**config.mk**
```make
export PLATFORM = sky130hd
export DESIGN_NAME = sprite_sheet_frame_uv_unit
export DESIGN_NICKNAME = d
export VERILOG_FILES = /design/src/sv/ssfuv_pkg.sv /design/src/sv/ssfuv_serial_div.sv /design/src/sv/ssfuv_edge_lane.sv /design/src/sv/ssfuv_ctrl.sv /design/src/sv/sprite_sheet_frame_uv_unit.sv
export VERILOG_INCLUDE_DIRS = /design/src /design/src/sv
export SDC_FILE = /design/constraint.sdc
export NUM_CORES = 1
export LEC_CHECK = 0
export BUFFER_PORTS_ARGS = -buffer_cell sky130_fd_sc_hd__buf_2
export CAP_MARGIN = 20
export CORE_MARGIN = 2
export CORE_UTILIZATION = 65
export CTS_CLUSTER_SIZE = 10
export DETAILED_ROUTE_END_ITERATION = 8
export PLACE_DENSITY_LB_ADDON = 0.1
export SLEW_MARGIN = 20
export SYNTH_ARGS = -nofsm -noshare
export SYNTH_HDL_FRONTEND = slang
export SYNTH_HIERARCHICAL = 1
export SYNTH_SLANG_ARGS = --single-unit
export TNS_END_PERCENT = 50
```
**constraint.sdc**
```tcl
create_clock -name clk -period 13.75 [get_ports clk]
set_input_delay 1.375 -clock clk [delete_from_list [all_inputs] [get_ports clk]]
set_output_delay 1.375 -clock clk [all_outputs]
set_load 0.05 [all_outputs]
```
**src/sv/sprite_sheet_frame_uv_unit_macros.svh**
```systemverilog
// Assertion macros shared by the sprite sheet frame/uv RTL.
// Each check is clocked on the rising edge and held off while reset is low.
`ifndef SPRITE_SHEET_FRAME_UV_UNIT_MACROS_SVH
`define SPRITE_SHEET_FRAME_UV_UNIT_MACROS_SVH

`ifndef SYNTHESIS

`define SSFUV_ASSERT_IMP(label, clk, rst_n, ante, cons) \
    label: assert property (@(posedge clk) disable iff (!rst_n) (ante) |-> (cons)) \
        else $error("same-cycle check failed");

`define SSFUV_ASSERT_NEXT(label, clk, rst_n, ante, cons) \
    label: assert property (@(posedge clk) disable iff (!rst_n) (ante) |=> (cons)) \
        else $error("next-cycle check failed");

`else

`define SSFUV_ASSERT_IMP(label, clk, rst_n, ante, cons)

`define SSFUV_ASSERT_NEXT(label, clk, rst_n, ante, cons)

`endif

`endif

```
**src/sv/ssfuv_pkg.sv**
```systemverilog
`default_nettype none

package ssfuv_pkg;

    localparam int FRAME_W   = 12;
    localparam int SIDE_W    = 7;
    localparam int LEN_W     = 16;
    localparam int DELTA_W   = 16;
    localparam int CFG_W     = 16;
    localparam int CFG_IDX_W = 3;
    localparam int COUNT_W   = 13;
    localparam int ANIM_W    = 29;
    localparam int AREA_W    = 14;
    localparam int NUM_W     = 13;
    localparam int QUO_W     = 12;
    localparam int SIDE_CMP_W = 9;

    localparam int MAX_SIDE          = 64;
    localparam int TIME_BITS_DEF     = 32;
    localparam int FRACTION_BITS_DEF = 16;

    localparam logic [FRAME_W-1:0] FRAME_MAX = 12'hFFF;

    typedef enum logic [CFG_IDX_W-1:0] {
        REG_SHEET_COLUMNS = 3'd0,
        REG_SHEET_ROWS    = 3'd1,
        REG_FIRST_FRAME   = 3'd2,
        REG_LAST_FRAME    = 3'd3,
        REG_FRAME_LENGTH  = 3'd4
    } ssfuv_reg_t;

    typedef enum logic [3:0] {
        S_IDLE,
        S_PREP,
        S_WRAP,
        S_TDIV,
        S_FRAME,
        S_RDIV,
        S_ELOAD,
        S_EDGE,
        S_DONE
    } ssfuv_state_t;

    typedef struct packed {
        logic in_ready;
        logic prep_en;
        logic wrap_en;
        logic tdiv_step;
        logic frame_en;
        logic rdiv_step;
        logic edge_start;
        logic edge_step;
        logic out_load;
    } ssfuv_ctrl_t;

    // Zero side counts as one, anything above the limit is pinned to it.
    function automatic logic [SIDE_W-1:0] side_of(input logic [SIDE_W-1:0] v);
        logic [SIDE_W-1:0] r;
        r = v;
        if (v == '0)
        begin
            r = SIDE_W'(1);
        end
        else if (SIDE_CMP_W'(v) > SIDE_CMP_W'(MAX_SIDE))
        begin
            r = SIDE_W'(MAX_SIDE);
        end
        return r;
    endfunction

endpackage

`default_nettype wire

```
**src/sv/ssfuv_serial_div.sv**
```systemverilog
`default_nettype none

// Restoring divider, one quotient bit per step; dividend must be below divisor << Q_W.
module ssfuv_serial_div import ssfuv_pkg::*; #(
    parameter int N_W = 12,
    parameter int D_W = 7,
    parameter int Q_W = 12
) (
    input  wire logic           clk,
    input  wire logic           start,
    input  wire logic           step,
    input  wire logic [N_W-1:0] dividend,
    input  wire logic [D_W-1:0] divisor,
    output logic      [Q_W-1:0] quotient,
    output logic      [N_W-1:0] remainder
);

    localparam int SH_W = D_W + Q_W - 1;
    localparam int CW   = (N_W > SH_W) ? N_W : SH_W;

    logic [N_W-1:0]  rem_reg, rem_next;
    logic [SH_W-1:0] dsr_reg, dsr_next;
    logic [Q_W-1:0]  q_reg, q_next;
    logic [CW-1:0]   rem_ext, dsr_ext, diff;
    logic            fits;

    always_comb
    begin
        rem_ext  = CW'(rem_reg);
        dsr_ext  = CW'(dsr_reg);
        fits     = (rem_ext >= dsr_ext);
        diff     = rem_ext - dsr_ext;
        rem_next = rem_reg;
        dsr_next = dsr_reg;
        q_next   = q_reg;
        if (start)
        begin
            rem_next = dividend;
            dsr_next = SH_W'(divisor) << (Q_W - 1);
            q_next   = '0;
        end
        else if (step)
        begin
            rem_next = fits ? N_W'(diff) : rem_reg;
            dsr_next = dsr_reg >> 1;
            q_next   = {q_reg[Q_W-2:0], fits};
        end
    end

    always_ff @(posedge clk)
    begin
        rem_reg <= rem_next;
        dsr_reg <= dsr_next;
        q_reg   <= q_next;
    end

    assign quotient  = q_reg;
    assign remainder = rem_reg;

endmodule

`default_nettype wire

```
**src/sv/ssfuv_edge_lane.sv**
```systemverilog
`default_nettype none

// Fraction lane: floor(num * 2^FRAC_W / den), pinned to 2^FRAC_W when num >= den.
module ssfuv_edge_lane import ssfuv_pkg::*; #(
    parameter int FRAC_W = FRACTION_BITS_DEF
) (
    input  wire logic              clk,
    input  wire logic              start,
    input  wire logic              step,
    input  wire logic [NUM_W-1:0]  num,
    input  wire logic [SIDE_W-1:0] den,
    output logic      [FRAC_W:0]   edge_val
);

    logic              sat_reg, sat_next;
    logic [SIDE_W-1:0] rem_reg, rem_next;
    logic [FRAC_W-1:0] q_reg, q_next;
    logic [SIDE_W:0]   shifted, den_ext, diff;
    logic              fits;

    always_comb
    begin
        shifted  = {rem_reg, 1'b0};
        den_ext  = {1'b0, den};
        fits     = (shifted >= den_ext);
        diff     = shifted - den_ext;
        sat_next = sat_reg;
        rem_next = rem_reg;
        q_next   = q_reg;
        if (start)
        begin
            sat_next = (num >= NUM_W'(den));
            rem_next = (num >= NUM_W'(den)) ? '0 : num[SIDE_W-1:0];
            q_next   = '0;
        end
        else if (step)
        begin
            // shift in one bit of the fraction
            rem_next = fits ? diff[SIDE_W-1:0] : shifted[SIDE_W-1:0];
            q_next   = {q_reg[FRAC_W-2:0], fits};
        end
    end

    always_ff @(posedge clk)
    begin
        sat_reg <= sat_next;
        rem_reg <= rem_next;
        q_reg   <= q_next;
    end

    assign edge_val = sat_reg ? {1'b1, {FRAC_W{1'b0}}} : {1'b0, q_reg};

endmodule

`default_nettype wire

```
**src/sv/ssfuv_ctrl.sv**
```systemverilog
`default_nettype none

`include "sprite_sheet_frame_uv_unit_macros.svh"

module ssfuv_ctrl import ssfuv_pkg::*; #(
    parameter int CNT_W  = 4,
    parameter int FRAC_W = FRACTION_BITS_DEF
) (
    input  wire logic  clk,
    input  wire logic  rst_n,
    input  wire logic  in_valid,
    input  wire logic  out_free,
    output ssfuv_ctrl_t ctl
);

    localparam logic [CNT_W-1:0] QUO_LAST  = CNT_W'(QUO_W - 1);
    localparam logic [CNT_W-1:0] FRAC_LAST = CNT_W'(FRAC_W - 1);

    ssfuv_state_t     state_reg, state_next;
    logic [CNT_W-1:0] cnt_reg, cnt_next;
    logic             quo_done, frac_done;

    assign quo_done  = (cnt_reg == QUO_LAST);
    assign frac_done = (cnt_reg == FRAC_LAST);

    always_comb
    begin
        state_next = state_reg;
        unique case (state_reg)
            S_IDLE:  if (in_valid) state_next = S_PREP;
            S_PREP:  state_next = S_WRAP;
            S_WRAP:  state_next = S_TDIV;
            S_TDIV:  if (quo_done) state_next = S_FRAME;
            S_FRAME: state_next = S_RDIV;
            S_RDIV:  if (quo_done) state_next = S_ELOAD;
            S_ELOAD: state_next = S_EDGE;
            S_EDGE:  if (frac_done) state_next = S_DONE;
            S_DONE:  if (out_free) state_next = S_IDLE;
            default: state_next = S_IDLE;
        endcase
    end

    always_comb
    begin
        ctl = '0;
        unique case (state_reg)
            S_IDLE:  ctl.in_ready   = 1'b1;
            S_PREP:  ctl.prep_en    = 1'b1;
            S_WRAP:  ctl.wrap_en    = 1'b1;
            S_TDIV:  ctl.tdiv_step  = 1'b1;
            S_FRAME: ctl.frame_en   = 1'b1;
            S_RDIV:  ctl.rdiv_step  = 1'b1;
            S_ELOAD: ctl.edge_start = 1'b1;
            S_EDGE:  ctl.edge_step  = 1'b1;
            S_DONE:  ctl.out_load   = out_free;
            default: ctl = '0;
        endcase
    end

    // Step counter runs only in the iterating states and parks at zero otherwise.
    always_comb
    begin
        cnt_next = '0;
        if (((state_reg == S_TDIV) || (state_reg == S_RDIV)) && !quo_done)
        begin
            cnt_next = cnt_reg + CNT_W'(1);
        end
        else if ((state_reg == S_EDGE) && !frac_done)
        begin
            cnt_next = cnt_reg + CNT_W'(1);
        end
    end

    always_ff @(posedge clk or negedge rst_n)
    begin
        if (!rst_n)
        begin
            state_reg <= S_IDLE;
            cnt_reg   <= '0;
        end
        else
        begin
            state_reg <= state_next;
            cnt_reg   <= cnt_next;
        end
    end

    `SSFUV_ASSERT_NEXT(a_take_then_prep, clk, rst_n, in_valid && ctl.in_ready, ctl.prep_en)
    `SSFUV_ASSERT_NEXT(a_tdiv_then_frame, clk, rst_n, (state_reg == S_TDIV) && quo_done, ctl.frame_en)
    `SSFUV_ASSERT_IMP(a_load_when_free, clk, rst_n, ctl.out_load, out_free && (state_reg == S_DONE))

endmodule

`default_nettype wire

```
**src/sv/sprite_sheet_frame_uv_unit.sv**
```systemverilog
`default_nettype none

`include "sprite_sheet_frame_uv_unit_macros.svh"

// Sprite sheet animation frame selector. Each time_delta word yields one result word:
// the elapsed-time counter is first wrapped to zero once it reaches
// (last_frame - first_frame + 1) * frame_length, the frame is
// first_frame + elapsed / frame_length (saturated at 4095), it is split into row and
// column of the sheet, and the four texture edges come out as unsigned fixed point with
// FRACTION_BITS fraction bits, each pinned to 1.0; outside_sheet flags a frame past
// rows * columns. The delta is added to the counter (saturating) after the frame is taken.
// Each word passes through two bit-serial 12-step restoring dividers, one for
// elapsed / frame_length and one for frame / columns, run back to back, followed by four
// parallel fraction lanes, FRACTION_BITS wide (16 by default), that produce one edge
// bit per cycle. The control returns to idle as the result is loaded. A new word is
// taken as soon as the previous result sits in the output register, even if it has not
// been read yet. Registers are to be written only while no word is in flight; the
// block itself does not enforce this.
module sprite_sheet_frame_uv_unit import ssfuv_pkg::*; #(
    parameter int TIME_BITS     = TIME_BITS_DEF,
    parameter int FRACTION_BITS = FRACTION_BITS_DEF
) (
    input  wire logic                     clk,
    input  wire logic                     rst_n,
    input  wire logic                     cfg_we,
    input  wire logic [CFG_IDX_W-1:0]     cfg_index,
    input  wire logic [CFG_W-1:0]         cfg_data,
    input  wire logic                     in_valid,
    output logic                          in_ready,
    input  wire logic [DELTA_W-1:0]       time_delta,
    output logic                          out_valid,
    input  wire logic                     out_ready,
    output logic      [FRAME_W-1:0]       frame_number,
    output logic      [FRACTION_BITS:0]   u_left,
    output logic      [FRACTION_BITS:0]   v_top,
    output logic      [FRACTION_BITS:0]   u_right,
    output logic      [FRACTION_BITS:0]   v_bottom,
    output logic                          outside_sheet
);

    localparam int CMP_W    = (TIME_BITS > ANIM_W) ? TIME_BITS : ANIM_W;
    localparam int EDGE_W   = FRACTION_BITS + 1;
    localparam int STEP_MAX = (FRACTION_BITS > QUO_W) ? FRACTION_BITS : QUO_W;
    localparam int CNT_W    = $clog2(STEP_MAX);
    localparam logic [EDGE_W-1:0] ONE = {1'b1, {FRACTION_BITS{1'b0}}};

    // Configuration registers
    logic [SIDE_W-1:0]  columns_reg, rows_reg;
    logic [FRAME_W-1:0] first_reg, last_reg;
    logic [LEN_W-1:0]   flen_reg;

    // Working registers
    logic [DELTA_W-1:0]   delta_reg;
    logic [ANIM_W-1:0]    anim_len_reg;
    logic [AREA_W-1:0]    area_reg;
    logic [TIME_BITS-1:0] elapsed_reg, elapsed_next;
    logic [FRAME_W-1:0]   frame_reg;
    logic                 out_valid_reg;

    // Result registers
    logic [FRAME_W-1:0] frame_out_reg;
    logic [EDGE_W-1:0]  u_left_reg, v_top_reg, u_right_reg, v_bottom_reg;
    logic               outside_reg;

    ssfuv_ctrl_t        c;
    logic [SIDE_W-1:0]  cols, rows;
    logic [LEN_W-1:0]   flen;
    logic [COUNT_W-1:0] count;
    logic               wrap_ge;
    logic [TIME_BITS-1:0] wrapped;
    logic [TIME_BITS:0]   acc_sum;
    logic [QUO_W-1:0]   tdiv_q, rdiv_q;
    logic [FRAME_W-1:0] rdiv_rem;
    logic [FRAME_W:0]   frame_sum;
    logic [FRAME_W-1:0] frame_sat;
    logic [NUM_W-1:0]   col_num, row_num;
    logic [EDGE_W-1:0]  u_left_w, v_top_w, u_right_w, v_bottom_w;
    logic               out_free;

    // Effective register values: clamp sides, treat zero length as one,
    // a reversed interval as a single frame.
    always_comb
    begin
        cols  = side_of(columns_reg);
        rows  = side_of(rows_reg);
        flen  = (flen_reg == '0) ? LEN_W'(1) : flen_reg;
        count = (last_reg >= first_reg)
              ? ({1'b0, last_reg} - {1'b0, first_reg} + COUNT_W'(1))
              : COUNT_W'(1);
    end

    always_ff @(posedge clk or negedge rst_n)
    begin
        if (!rst_n)
        begin
            columns_reg <= SIDE_W'(1);
            rows_reg    <= SIDE_W'(1);
            first_reg   <= '0;
            last_reg    <= '0;
            flen_reg    <= LEN_W'(1);
        end
        else if (cfg_we)
        begin
            unique case (ssfuv_reg_t'(cfg_index))
                REG_SHEET_COLUMNS: columns_reg <= cfg_data[SIDE_W-1:0];
                REG_SHEET_ROWS:    rows_reg    <= cfg_data[SIDE_W-1:0];
                REG_FIRST_FRAME:   first_reg   <= cfg_data[FRAME_W-1:0];
                REG_LAST_FRAME:    last_reg    <= cfg_data[FRAME_W-1:0];
                REG_FRAME_LENGTH:  flen_reg    <= cfg_data[LEN_W-1:0];
                default:           ; // drop writes to unused indexes
            endcase
        end
    end

    // Wrap the counter at the animation length, then add the delta with saturation.
    always_comb
    begin
        wrap_ge      = (CMP_W'(elapsed_reg) >= CMP_W'(anim_len_reg));
        wrapped      = wrap_ge ? '0 : elapsed_reg;
        acc_sum      = {1'b0, wrapped} + (TIME_BITS + 1)'(delta_reg);
        elapsed_next = acc_sum[TIME_BITS] ? '1 : acc_sum[TIME_BITS-1:0];
    end

    // Frame index: interval start plus whole frames elapsed, held at the top index.
    always_comb
    begin
        frame_sum = {1'b0, first_reg} + {1'b0, tdiv_q};
        frame_sat = frame_sum[FRAME_W] ? FRAME_MAX : frame_sum[FRAME_W-1:0];
        col_num   = NUM_W'(rdiv_rem);
        row_num   = NUM_W'(rdiv_q);
    end

    assign out_free = !out_valid_reg || out_ready;

    ssfuv_ctrl #(
        .CNT_W  (CNT_W),
        .FRAC_W (FRACTION_BITS)
    ) u_ctrl (
        .clk      (clk),
        .rst_n    (rst_n),
        .in_valid (in_valid),
        .out_free (out_free),
        .ctl      (c)
    );

    // elapsed / frame_length; the quotient stays below the frame count after the wrap.
    ssfuv_serial_div #(
        .N_W (CMP_W),
        .D_W (LEN_W),
        .Q_W (QUO_W)
    ) u_tdiv (
        .clk       (clk),
        .start     (c.wrap_en),
        .step      (c.tdiv_step),
        .dividend  (CMP_W'(wrapped)),
        .divisor   (flen),
        .quotient  (tdiv_q),
        .remainder ()
    );

    // frame / columns gives the row, the remainder the column.
    ssfuv_serial_div #(
        .N_W (FRAME_W),
        .D_W (SIDE_W),
        .Q_W (QUO_W)
    ) u_rdiv (
        .clk       (clk),
        .start     (c.frame_en),
        .step      (c.rdiv_step),
        .dividend  (frame_sat),
        .divisor   (cols),
        .quotient  (rdiv_q),
        .remainder (rdiv_rem)
    );

    ssfuv_edge_lane #(.FRAC_W(FRACTION_BITS)) u_lane_ul (
        .clk      (clk),
        .start    (c.edge_start),
        .step     (c.edge_step),
        .num      (col_num),
        .den      (cols),
        .edge_val (u_left_w)
    );

    ssfuv_edge_lane #(.FRAC_W(FRACTION_BITS)) u_lane_ur (
        .clk      (clk),
        .start    (c.edge_start),
        .step     (c.edge_step),
        .num      (col_num + NUM_W'(1)),
        .den      (cols),
        .edge_val (u_right_w)
    );

    ssfuv_edge_lane #(.FRAC_W(FRACTION_BITS)) u_lane_vt (
        .clk      (clk),
        .start    (c.edge_start),
        .step     (c.edge_step),
        .num      (row_num),
        .den      (rows),
        .edge_val (v_top_w)
    );

    ssfuv_edge_lane #(.FRAC_W(FRACTION_BITS)) u_lane_vb (
        .clk      (clk),
        .start    (c.edge_start),
        .step     (c.edge_step),
        .num      (row_num + NUM_W'(1)),
        .den      (rows),
        .edge_val (v_bottom_w)
    );

    // Payload registers: capture the word, precompute products, hold the frame, load the result.
    always_ff @(posedge clk)
    begin
        if (c.in_ready && in_valid)
        begin
            delta_reg <= time_delta;
        end
        if (c.prep_en)
        begin
            anim_len_reg <= ANIM_W'(count) * ANIM_W'(flen);
            area_reg     <= AREA_W'(cols) * AREA_W'(rows);
        end
        if (c.frame_en)
        begin
            frame_reg <= frame_sat;
        end
        if (c.out_load)
        begin
            frame_out_reg <= frame_reg;
            u_left_reg    <= u_left_w;
            v_top_reg     <= v_top_w;
            u_right_reg   <= u_right_w;
            v_bottom_reg  <= v_bottom_w;
            outside_reg   <= (AREA_W'(frame_reg) >= area_reg);
        end
    end

    // Control state: the time counter and the output valid flag.
    always_ff @(posedge clk or negedge rst_n)
    begin
        if (!rst_n)
        begin
            elapsed_reg   <= '0;
            out_valid_reg <= 1'b0;
        end
        else
        begin
            if (c.wrap_en)
            begin
                elapsed_reg <= elapsed_next;
            end
            if (c.out_load)
            begin
                out_valid_reg <= 1'b1;
            end
            else if (out_ready)
            begin
                out_valid_reg <= 1'b0;
            end
        end
    end

    assign in_ready      = c.in_ready;
    assign out_valid     = out_valid_reg;
    assign frame_number  = frame_out_reg;
    assign u_left        = u_left_reg;
    assign v_top         = v_top_reg;
    assign u_right       = u_right_reg;
    assign v_bottom      = v_bottom_reg;
    assign outside_sheet = outside_reg;

    `SSFUV_ASSERT_IMP(a_wrap_in_range, clk, rst_n, c.wrap_en, CMP_W'(wrapped) < CMP_W'(anim_len_reg))
    `SSFUV_ASSERT_IMP(a_quot_in_count, clk, rst_n, c.frame_en, COUNT_W'(tdiv_q) < count)
    `SSFUV_ASSERT_IMP(a_edges_pinned, clk, rst_n, c.out_load, (u_right_w <= ONE) && (v_bottom_w <= ONE))
    `SSFUV_ASSERT_IMP(a_edges_ordered, clk, rst_n, c.out_load, u_left_w <= u_right_w)

endmodule

`default_nettype wire
```
# [After elaboration in Yosys (flattened, before gate mapping)]
# Cells that the tools add are included.
[classes] addsub=13 multipliers=2 magnitude_cmp=15 n_eq_ne=19 mux=58 n_reduce_logical=27
[ops] cell="two-way mux 32 bit" count=5
[ops] cell="two-way mux 7 bit" count=20
[ops] cell="two-way mux 17 bit" count=4
[ops] cell="two-way mux 27 bit" count=2
[ops] cell="two-way mux 12 bit" count=4
[ops] cell="two-way mux 18 bit" count=2
[ops] cell="one-hot mux 4 bit (9 select lines)" count=1
[ops] cell="adder 32 x 16 -> 33 bit" count=1
[ops] cell=">= comparator 32 x 27 -> 1 bit" count=1
[ops] cell=">= comparator 32 x 29 -> 1 bit" count=1
[ops] cell=">= comparator 8 x 7 -> 1 bit" count=4
[ops] cell="subtractor 32 x 27 -> 32 bit" count=1
[ops] cell="multiplier 13 x 16 -> 29 bit" count=1
[ops] cell="two-way mux 4 bit" count=7
[ops] cell="subtractor 7 bit" count=4
[ops] cell="adder 12 x 1 -> 13 bit (second input constant)" count=2
[ops] cell=">= comparator 13 x 7 -> 1 bit" count=2
[ops] cell=">= comparator 12 x 7 -> 1 bit" count=2
[ops] cell=">= comparator 12 x 18 -> 1 bit" count=1
[ops] cell="== test 4 x 3 -> 1 bit (second input constant)" count=4
[ops] cell="zero test 16 bit" count=1
[ops] cell="two-way mux 16 bit" count=1
[ops] cell=">= comparator 12 x 14 -> 1 bit" count=1
[ops] cell="greater-than comparator 7 bit (second input constant)" count=2
[ops] cell="other kinds (26)" count=60
[totals] regBits=456 out_inout_bits=83 word_cells=177

# [Longest topological paths before layout]
[logic_depth] depth_word=7 ltp_mapped=36

# [Cells and area by module]
# Netlist, hierarchy kept.
[by_module_without_submodules] module="sprite_sheet_frame_uv_unit" instances=1 cells_each=1968 area_each_um2=20307.0 seq_area_each_um2=6745.2
[by_module_without_submodules] module="ssfuv_serial_div at u_tdiv" instances=1 cells_each=521 area_each_um2=4595.7 seq_area_each_um2=1901.8
[by_module_without_submodules] module="ssfuv_edge_lane at u_lane_vb ..." instances=2 cells_each=171 area_each_um2=1586.5 seq_area_each_um2=560.5
[by_module_without_submodules] module="ssfuv_edge_lane at u_lane_ul ..." instances=2 cells_each=171 area_each_um2=1585.3 seq_area_each_um2=560.5
[by_module_without_submodules] module="ssfuv_serial_div at u_rdiv" instances=1 cells_each=225 area_each_um2=2213.4 seq_area_each_um2=1031.0
[by_module_without_submodules] module="ssfuv_ctrl" instances=1 cells_each=65 area_each_um2=555.5 seq_area_each_um2=200.2

# [Worst setup path before layout]
# Ideal clock, no wire load.
[synth_path] kind="register to register" start="register first_reg[1]" end="register anim_len_reg[28], data pin" setup_ns=0.260 arrival_ns=7.536 setup_slack_ns=5.954 path_stages_with_launch=34 path_buffers=1 path_cell_list="dfrtp_1 > inv_1 > ha_1 > inv_1 > ha_1 > inv_1 > fa_1 > nor2b_1 > o21ai_0 > a21oi_1 > o21ai_0 > a21boi_1 > o21a_1 > o211ai_1 > a21oi_1 > buf_4 > o211a_1 > fa_1 > fa_1 > fa_1 > fa_1 > inv_1 > fa_1 > inv_1 > ha_1 > a21o_1 > a21oi_1 > nor3b_1 > a21oi_1 > a311oi_2 > a21oi_2 > a211o_1 > a21oi_1 > xnor2_1"
[synth_between] elab_chain_cells=4 elab_cells_between_ends=5
[synth_lines] element="from (decl)" line_no="sprite_sheet_frame_uv_unit.sv:49" text="logic [FRAME_W-1:0] first_reg, last_reg;"
[synth_lines] element="from (signal assigned)" line_no="sprite_sheet_frame_uv_unit.sv:107" text="REG_FIRST_FRAME: first_reg <= cfg_data[FRAME_W-1:0];"
[synth_lines] element="subtractor 12 x 12 -> 13 bit" line_no="sprite_sheet_frame_uv_unit.sv:88" text="? ({1'b0, last_reg} - {1'b0, first_reg} + COUNT_W'(1))"
[synth_lines] element="adder 13 x 1 -> 13 bit" line_no="sprite_sheet_frame_uv_unit.sv:88"
[synth_lines] element="two-way mux 13 bit *" line_no="sprite_sheet_frame_uv_unit.sv:88"
[synth_lines] element="multiplier 13 x 16 -> 29 bit *" line_no="sprite_sheet_frame_uv_unit.sv:221" text="anim_len_reg <= ANIM_W'(count) * ANIM_W'(flen);"
[synth_lines] element="to (signal assigned)" line_no="sprite_sheet_frame_uv_unit.sv:221"
[synth_lines] element="to (decl)" line_no="sprite_sheet_frame_uv_unit.sv:54" text="logic [ANIM_W-1:0] anim_len_reg;"
# Every way passes the cells marked *; elsewhere a longest branch is shown, timed or not.
# A chain may end at the register's enable or synchronous reset.

# [Worst setup path in the final report]
# Ends and elaborated chain as after synthesis.

==> results.cfg <==
[status]
status = complete, no violations

[drt]
firstDrtPassIters = 8
drtAntennaViolNets = 0
avgViaCountPerCell = 5.92
routedWlPerCell_um = 18.2
first_iter_violations = 1744
drc_errors = 0
finalWirelength_mm = 77.2
vias = 25200

[placement]
dpl.hpwl_mm = 57.3
gp_congestion = 0.910
dp_cells = 4144
port_buffers = 122

[yosys]
synth-async-reset-ratio_pct = 20.8
netlist_top_cells_count = 431 x inv_1, 349 x nand2_1, 298 x ha_1
synth_edf_count = 251
postSynthCellCount = 3463
syn_area_per_cell_um2 = 9.82
synth_area_leaders = edfxtp_1 22%, fa_1 11%, ha_1 11%, dfrtp_1 6.8%, dfxtp_1 6.5%
ys_seq_area_share_pct = 35.6
ys_ff_latch = 456
synth_top_area_share_pct = 22.2
synth_warnings = 6
synth.distinct_cells = 98
ys.flop_type = edfxtp_1
synth.most_common_cell = inv_1
yosysTopAreaCell = edfxtp_1
synth_area_mm2 = 0.0340

[grt]
grt_pass1_vias = 24800
grt_antenna_before_repair = 0
track_usage_pct = 28.8
grt_pass1_wl_mm = 125
grt.overflow.total = 0
grt_start_max_net_pins = 84

[setup_path]
cp_max_fo = 15
critical_path_class = flip-flop to flip-flop
critPathArrivalTime_ns = 9.22
r2r_cells = 33
cpMaxStageDelayCell = nor3_2
regToRegStartpoint = first_reg[1]
cp-endpoint = anim_len_reg[28]
cp.required_ns = 14.10
startpoint_type = flip-flop
worst_path_largest_cell_delay_ns = 0.80
critPathCaptureType = flip-flop
regToRegEndpoint = anim_len_reg[28]
cp-startpoint = first_reg[1]
rrSetupSlack_ns = 4.88

[cells_and_area]
num-fill-cells = 3917
drive_gt1_share_pct = 9.85
synthToLayoutAreaGrowth_pct = 8.11
num-nets-final = 4050
multiInputGateArea_mm2 = 0.0197
regArea_mm2 = 0.0121
fin_cells = 4246

[floorplanning]
initial_core_util_pct = 66.0
fp.coreArea_mm2 = 0.0515
fp-row-count = 83
ios = 123
fp.dieH_um = 233
die-area_mm2 = 0.0542
die_width_um = 233

[clocking]
hold_buffers = 0
post_cts_resized = 0
clk-insertion-delay-late_ns = 0.60
cts_buffers = 54
cts_tree = done
cts_root_buf = clkbuf_16
htree_levels = 2
postCtsSetupBuffers = 0
cts_num_sinks = 456
cts.reportedPaths.clkPinSlew_ns = 0.06
clock_path_buffers = 3

[timing]
period_needed_ns = 8.87
tns_ns = 0
fin_crit_sh_pct = 64.5
worst_slew_margin_rel_pct = 31.0
rsz0062_at_grt = no
fmax_mhz = 113
finalSetupViolations = 0
tightestPinTransition_ns = 1.03
skew_ns = 0.0143
finalMaxSlewViolations = 0
finalHoldViolCount = 0

[flow_run]
cap_violations = 0

[hold_path]
hp-class = flip-flop to flip-flop
[logic make-up (layout without fill, tap and decap cells)]
group           after synthesis  count (layout)  synth area share (%)
fa+ha+maj                   490             490                  22.3
compound gates              577             577                  11.6
xor+xnor                    112             112                  2.88
buf+inv                     583             681                  6.60
simple gates               1052            1052                  15.2
flops                       456             456                  35.6
other cells                   1               6                0.0110
mux                         192             192                  5.86
[worst min-delay path by stage]
stage	from	to	slack, ns	cells past startpoint
final	u_ctrl/cnt_reg[0]	u_ctrl/cnt_reg[0]	0.48	1
after global routing	u_lane_ul/q_reg[15]	u_lane_ul/q_reg[15]	0.50	2
after CTS	u_ctrl/cnt_reg[0]	u_ctrl/cnt_reg[0]	0.48	1
after detailed placement	u_ctrl/cnt_reg[0]	u_ctrl/cnt_reg[0]	0.48	1
after global placement	u_ctrl/cnt_reg[0]	u_ctrl/cnt_reg[0]	0.45	1
after floorplan	frame_reg[0]	frame_number[0]	0.43	0
[metrics by stage]
stage               hold slack, ns  cell area [um2]  setup slack [ns]  util [%]
floorplan                    0.426            34000              5.95         -
global placement             0.447            35100              5.30      68.2
detailed placement           0.476            35100              5.06      68.2
CTS                          0.483            36800              5.02      71.4
global route                 0.501            36800              4.36      71.4
finish                       0.476            36800              4.88      71.4
[area by class of cell]
cell class              instances  share of cell area [%]
flip-flops and latches        456                    33.0
multi-input cells            2428                    53.7
clock inverters                 7                   0.238
clock buffers                  94                    4.19
inverters                     432                    4.41
well taps                     680                    2.31
repair buffers                148                    2.20
diodes                          1                 0.00680
[critical path: cells and delay by family (launching register included)]
kind            cells  cell delay (ns)
fa+ha+maj           9             3.83
simple gates        5             1.59
compound gates     12             2.34
buf+inv             6             0.36
xor+xnor            1             0.08
flops               1             0.37
[placed cells by master (no fill, tap or decap), types with 26 or more instances in the layout]
cell / instances
nand2_1: 349
nor2b_1: 101
and2_1: 111
a21o_1: 44
ha_1: 298
dfrtp_1: 92
a21oi_1: 146
xnor2_1: 78
nor2_1: 200
mux2i_1: 136
nor3_1: 40
edfxtp_1: 251
dfxtp_1: 110
o22ai_1: 26
clkbuf_16: 54
xor2_1: 34
mux2_2: 56
fa_1: 192
inv_1: 431
clkbuf_1: 36
buf_2: 121
nand3_1: 54
and3_1: 52
buf_4: 27
o21ai_0: 113
[per-layer routing]
layer / track usage (%) / wire (um) / vias up
met2: 46.7 / 35900 / 771
met4: 9.69 / 2310 / 0
met5: 0 / 0 / -
met1: 39.9 / 34400 / 12300
met3: 4.12 / 4620 / 155
li1: - / - / 11900
Power is not shown: default switching activity piles up to over one toggle a cycle in this logic, so the estimate is an artifact.
